==> src/sv/rhom_pkg.sv <==
// shared types and constants of the overlap merge block
package rhom_pkg;
  localparam int MergedDepth = 65536;
  localparam int WordDepth = 4096;
  localparam int MAW = $clog2(MergedDepth);
  localparam int WAW = $clog2(WordDepth);
  localparam int MCW = MAW + 1;
  localparam int WCW = WAW + 1;
  localparam logic [29:0] HashMod = 30'd998244353;
  localparam logic [29:0] HashBase = 30'd291143;
  // barrett factor floor(2^60 / modulus)
  localparam logic [30:0] HashMu = 31'((64'd1 << 60) / {34'd0, HashMod});

  typedef enum logic [0:0] {OP_PUSH = 1'b0, OP_READ = 1'b1} op_t;
  typedef enum logic [0:0] {KIND_MERGE = 1'b0, KIND_READ = 1'b1} kind_t;

  typedef enum logic [3:0] {
    S_IDLE, S_READ, S_RWAIT, S_LREAD, S_LMUL, S_LRED, S_LCMP, S_APREAD, S_APWR, S_OUT
  } state_t;

  typedef struct packed {
    logic take;      // capture input beat
    logic push;      // store word byte
    logic rd_issue;  // issue read of merged text
    logic loop_init;
    logic loop_read;
    logic loop_red;
    logic loop_cmp;
    logic ap_init;
    logic ap_read;
    logic ap_write;
    logic load_out;
    logic out_kind;
  } cmd_t;

  typedef struct packed {
    logic is_read;
    logic is_end;
    logic loop_done;
    logic ap_done;
  } stat_t;

  // reduce a value below twice the modulus
  function automatic logic [29:0] mod_red(input logic [30:0] s);
    logic [30:0] d;
    d = s - {1'b0, HashMod};
    return (s >= {1'b0, HashMod}) ? d[29:0] : s[29:0];
  endfunction
endpackage

==> src/sv/rhom_ctrl.sv <==
// controller state machine
module rhom_ctrl (
  input  logic            clk,
  input  logic            rst,
  input  logic            in_valid,
  output logic            in_ready,
  output logic            out_valid,
  input  logic            out_ready,
  input  rhom_pkg::stat_t stat,
  output rhom_pkg::cmd_t  cmd
);
  import rhom_pkg::*;
  state_t state, state_next;
  logic [1:0] cnt, cnt_next;

  always_ff @(posedge clk) begin
    if (rst) begin
      state <= S_IDLE; cnt <= '0;
    end else begin
      state <= state_next; cnt <= cnt_next;
    end
  end

  always_comb begin
    state_next = state;
    cnt_next = cnt;
    cmd = '0;
    in_ready = 1'b0;
    out_valid = 1'b0;
    unique case (state)
      S_IDLE: begin
        in_ready = 1'b1;
        if (in_valid) begin
          cmd.take = 1'b1;
          state_next = S_READ;
        end
      end
      S_READ: begin
        if (stat.is_read) begin
          cmd.rd_issue = 1'b1;
          state_next = S_RWAIT;
        end else begin
          cmd.push = 1'b1;
          if (stat.is_end) state_next = S_LREAD;
          else state_next = S_IDLE;
          cmd.loop_init = stat.is_end;
        end
      end
      S_RWAIT: begin
        cmd.load_out = 1'b1; cmd.out_kind = KIND_READ;
        state_next = S_OUT;
      end
      S_LREAD: begin
        if (stat.loop_done) begin
          cmd.ap_init = 1'b1;
          state_next = S_APREAD;
        end else begin
          cmd.loop_read = 1'b1;
          cnt_next = '0;
          state_next = S_LMUL;
        end
      end
      S_LMUL: begin
        cnt_next = cnt + 1'b1;
        if (cnt == 2'd3) state_next = S_LRED;
      end
      S_LRED: begin
        cmd.loop_red = 1'b1;
        state_next = S_LCMP;
      end
      S_LCMP: begin
        cmd.loop_cmp = 1'b1;
        state_next = S_LREAD;
      end
      S_APREAD: begin
        if (stat.ap_done) begin
          cmd.load_out = 1'b1; cmd.out_kind = KIND_MERGE;
          state_next = S_OUT;
        end else begin
          cmd.ap_read = 1'b1;
          state_next = S_APWR;
        end
      end
      S_APWR: begin
        cmd.ap_write = 1'b1;
        state_next = S_APREAD;
      end
      S_OUT: begin
        out_valid = 1'b1;
        if (out_ready) state_next = S_IDLE;
      end
      default: state_next = S_IDLE;
    endcase
  end
endmodule

==> config.mk <==
export PLATFORM = sky130hd
export DESIGN_NAME = rhom_ctrl
export DESIGN_NICKNAME = d
export VERILOG_FILES = /design/src/sv/rhom_pkg.sv /design/src/sv/rhom_ctrl.sv
export SDC_FILE = /design/constraint.sdc
export NUM_CORES = 1
export LEC_CHECK = 0
export ABC_AREA = 0
export BUFFER_PORTS_ARGS = -buffer_cell sky130_fd_sc_hd__buf_2
export CAP_MARGIN = 20
export CORE_AREA = 2 2 39 41
export CTS_BUF_LIST = sky130_fd_sc_hd__clkbuf_4 sky130_fd_sc_hd__clkbuf_8
export CTS_CLUSTER_DIAMETER = 120
export CTS_CLUSTER_SIZE = 20
export DETAILED_ROUTE_END_ITERATION = 10
export DIE_AREA = 0 0 41 43
export PLACE_DENSITY = 0.76
export SLEW_MARGIN = 20
export SYNTH_ARGS = -nofsm -noshare
export SYNTH_HDL_FRONTEND = slang
export SYNTH_SLANG_ARGS = --single-unit
==> constraint.sdc <==
create_clock -name clk -period 1.55 [get_ports clk]
set_input_delay 0.0775 -clock clk [delete_from_list [all_inputs] [get_ports clk]]
set_output_delay 0.0775 -clock clk [all_outputs]
set_load 0.02 [all_outputs]
==> impl_metrics.py <==
metrics = {
    "placement": {
        "place.gp.congestion": 0.796,
        "portBuffers": 21,
        "place_hpwl_um": 872,
    },
    "detailed_routing": {
        "route.detailed.drc": 0,
        "vias": 558,
        "first_pass_iters": 4,
        "wirelength_mm": 1.10,
        "drt_iter0_drc": 12,
        "drtAntennaViolNets": 0,
        "wl_per_cell_um": 10.4,
        "vias_per_cell": 5.26,
    },
    "min_path": {
        "hold_class": "primary input to flip-flop",
        "min_from": "rst",
    },
    "die": {
        "initial_core_util_pct": 35.0,
        "ios": 22,
        "rows": 14,
        "die_area_sq_um": 1760,
        "dieHeight_um": 43,
        "die_w_um": 41,
        "core_sq_um": 1380,
    },
    "logic_synthesis": {
        "yosysWarnings": 0,
        "yosys_most_used_dff": "dfxtp_1",
        "synth.distinct_cells": 29,
        "synthCells": 68,
        "ys_ff_latch": 6,
        "async_flop_share_pct": 0,
        "synth_top_area_share_pct": 24.8,
        "syn_nets": 77,
        "yosysTopAreaCell": "dfxtp_1",
        "synth_area_leaders": "dfxtp_1, a21oi_1, nand3_1",
        "synth_edf_count": 0,
        "synthesis.area_sq_um": 484,
        "syn_avg_cell_area_sq_um": 7.12,
        "ys_seq_area_share_pct": 24.8,
    },
    "power_and_ir_drop": {
        "clkPwrFrac_pct": 15.3,
        "leakagePower_nw": 0.316,
        "swShare_pct": 45.7,
        "power_uw": 941,
        "combPwrFrac_pct": 56.3,
        "power_frac_seq_pct": 28.4,
        "irDropWorstVdd_mv": 0.662,
        "power.density_nw_per_um2": 1470,
        "switchingPower_uw": 430,
        "internal_power_uw": 511,
    },
    "final_layout": {
        "seq_area_sq_um": 128,
        "num_antenna_cells": 0,
        "final_nets": 101,
        "area_delta_synth_final_pct": 32.0,
        "drive_above_1_share_pct": 36.7,
        "fin_util_pct": 46.2,
        "multi_input_area_sq_um": 330,
        "fill_cells": 147,
    },
    "timing": {
        "finClkSkew_ps": 6.07,
        "rsz0062_at_grt": "yes",
        "setup_viol": 0,
        "min_period_ps": 1450,
        "fmax_mhz": 688,
        "hold_violations": 0,
        "slew_violations": 0,
        "worst_pin_slew_ps": 252,
        "relSlewSlack_pct": 82.9,
        "fin_crit_sh_pct": 93.8,
    },
    "worst_setup_path": {
        "reg2reg_from": "state[0]",
        "startpoint_type": "flip-flop",
        "ff2ff_setup_slack_ps": 270,
        "cpPeakStageDelay_ps": 470,
        "crit_fanout": 7,
        "worstPathRequired_ps": 1470,
        "crit_arrival_ps": 1380,
        "crit_path_end_kind": "primary output",
        "worstPathCellList": "nand2b_2, nor4b_1, buf_2",
        "startpoint": "state[0]",
        "crit_type": "flip-flop to primary output",
        "crit_buf_inv": 1,
        "critical_path.top_delay_family": "flip-flops",
        "crit_slowest_cell": "dfxtp_1",
    },
    "clocking": {
        "clk_latency_ps": 240,
        "holdBufCountCts": 0,
        "cts_root_buf": "clkbuf_4",
        "cts_buffers": 3,
        "clk_pin_slew_ps": 50,
        "clockBufferDepth": 2,
        "cts_num_sinks": 6,
        "h-tree-depth": 1,
        "cts_tree": "yes",
    },
    "global_routing": {
        "grt_overflow": 0,
        "antenna_found_initial": 0,
        "grt_pass1_wl_mm": 1.84,
        "track_usage_pct": 14.8,
        "grt_max_degree": 14,
        "grt_pass1_vias": 460,
    },
    "job": {
        "maxCapViolations": 0,
    },
    "outcome": {
        "status": "finished clean",
    },
}
[Yosys cell counts, types with 2 or more instances]
| library cell | count |
|---|---|
| a21oi_1 | 7 |
| and2_1 | 2 |
| buf_2 | 3 |
| dfxtp_1 | 6 |
| inv_1 | 5 |
| nand2_1 | 4 |
| nand2b_1 | 3 |
| nand3_1 | 5 |
| nand4_1 | 2 |
| nor2_1 | 4 |
| nor3_1 | 3 |
| nor3b_1 | 3 |
| nor4_1 | 3 |
| o21bai_1 | 2 |
| or2_2 | 2 |
[final timing paths]
check / depth (start not counted) / endpoint
worst min register to register: 2 / cnt[1]
worst max-delay path: 3 / cmd[9]
worst min-delay path: 2 / state[2]
worst max register to register: 5 / cnt[0]
[stage by stage]
| stage | instances | hold slack (ps) | setup TNS, ps | instance area (sq um) | setup slack, ps |
|---|---|---|---|---|---|
| after detailed placement | 103 | 321 | 0 | 604 | 207 |
| final | 106 | 60.0 | 0 | 639 | 96.2 |
| after floorplan | 68 | 147 | 0 | 490 | 155 |
| after global placement | 103 | 322 | 0 | 604 | 239 |
| after global routing | 106 | 71.3 | -12.9 | 639 | -12.9 |
| after CTS | 106 | 55.8 | 0 | 629 | 67.6 |
[sequential cells by signal, summed over array words and instances (netlist names)]
signal / cells
cnt: 2
state: 4
[final cells by class]
cell class	count	area share [%]
clock buffers	3	3.52
flip-flops and latches	6	20.0
multi-input cells	53	51.7
repair buffers	23	18.8
inverters	5	2.94
well taps	16	3.13
[placed cells by master, fill, tap and decap left out, types with 3 or more instances in the layout]
cell and instances:
buf_2 21, nand2b_1 3, a21oi_1 7, clkbuf_4 3, nor3_1 3, inv_1 5
nor3b_1 3, nand3_1 5, nand2_1 4, dfxtp_1 4, nor2_1 4
[cell families after synthesis]
logic type / count (synthesis) / synth area share [%]
AOI/OAI and AO/OA: 13 / 15.0
adders and majority gates: 1 / 2.58
buffers and inverters: 9 / 9.30
DFF: 6 / 24.8
muxes: 1 / 2.07
and+or+nand+nor: 38 / 46.3
[metal layers]
layer | up-vias | GRT usage (%) | wire [um]
li1 | 287 | - | -
met1 | 251 | 20.8 | 488
met2 | 18 | 21.3 | 517
met3 | 2 | 3.14 | 80
met4 | 0 | 6.00 | 15
met5 | - | 0 | 0
[what timing repair did]
item                       CTS  global route
setup endpoints to repair    3             4
buffers inserted             0             0
resized for setup            2             3
[worst reg2reg max path, cell delays in order, from the launching register on]
cell	delay, ps
dfxtp_1	380
buf_4	200
nor2_1	190
nand2_1	110
or2_0	200
a21oi_1	130
[power by group through the flow]
stage	Sequential, mW	Clock (mW)	Combinational (mW)
floorplan	0.228	0	0.421
global placement	0.258	0	0.525
detailed placement	0.262	0	0.525
CTS	0.261	0.151	0.528
global route	0.278	0.160	0.583
finish	0.268	0.144	0.530
(Power assumes the default switching activity.)
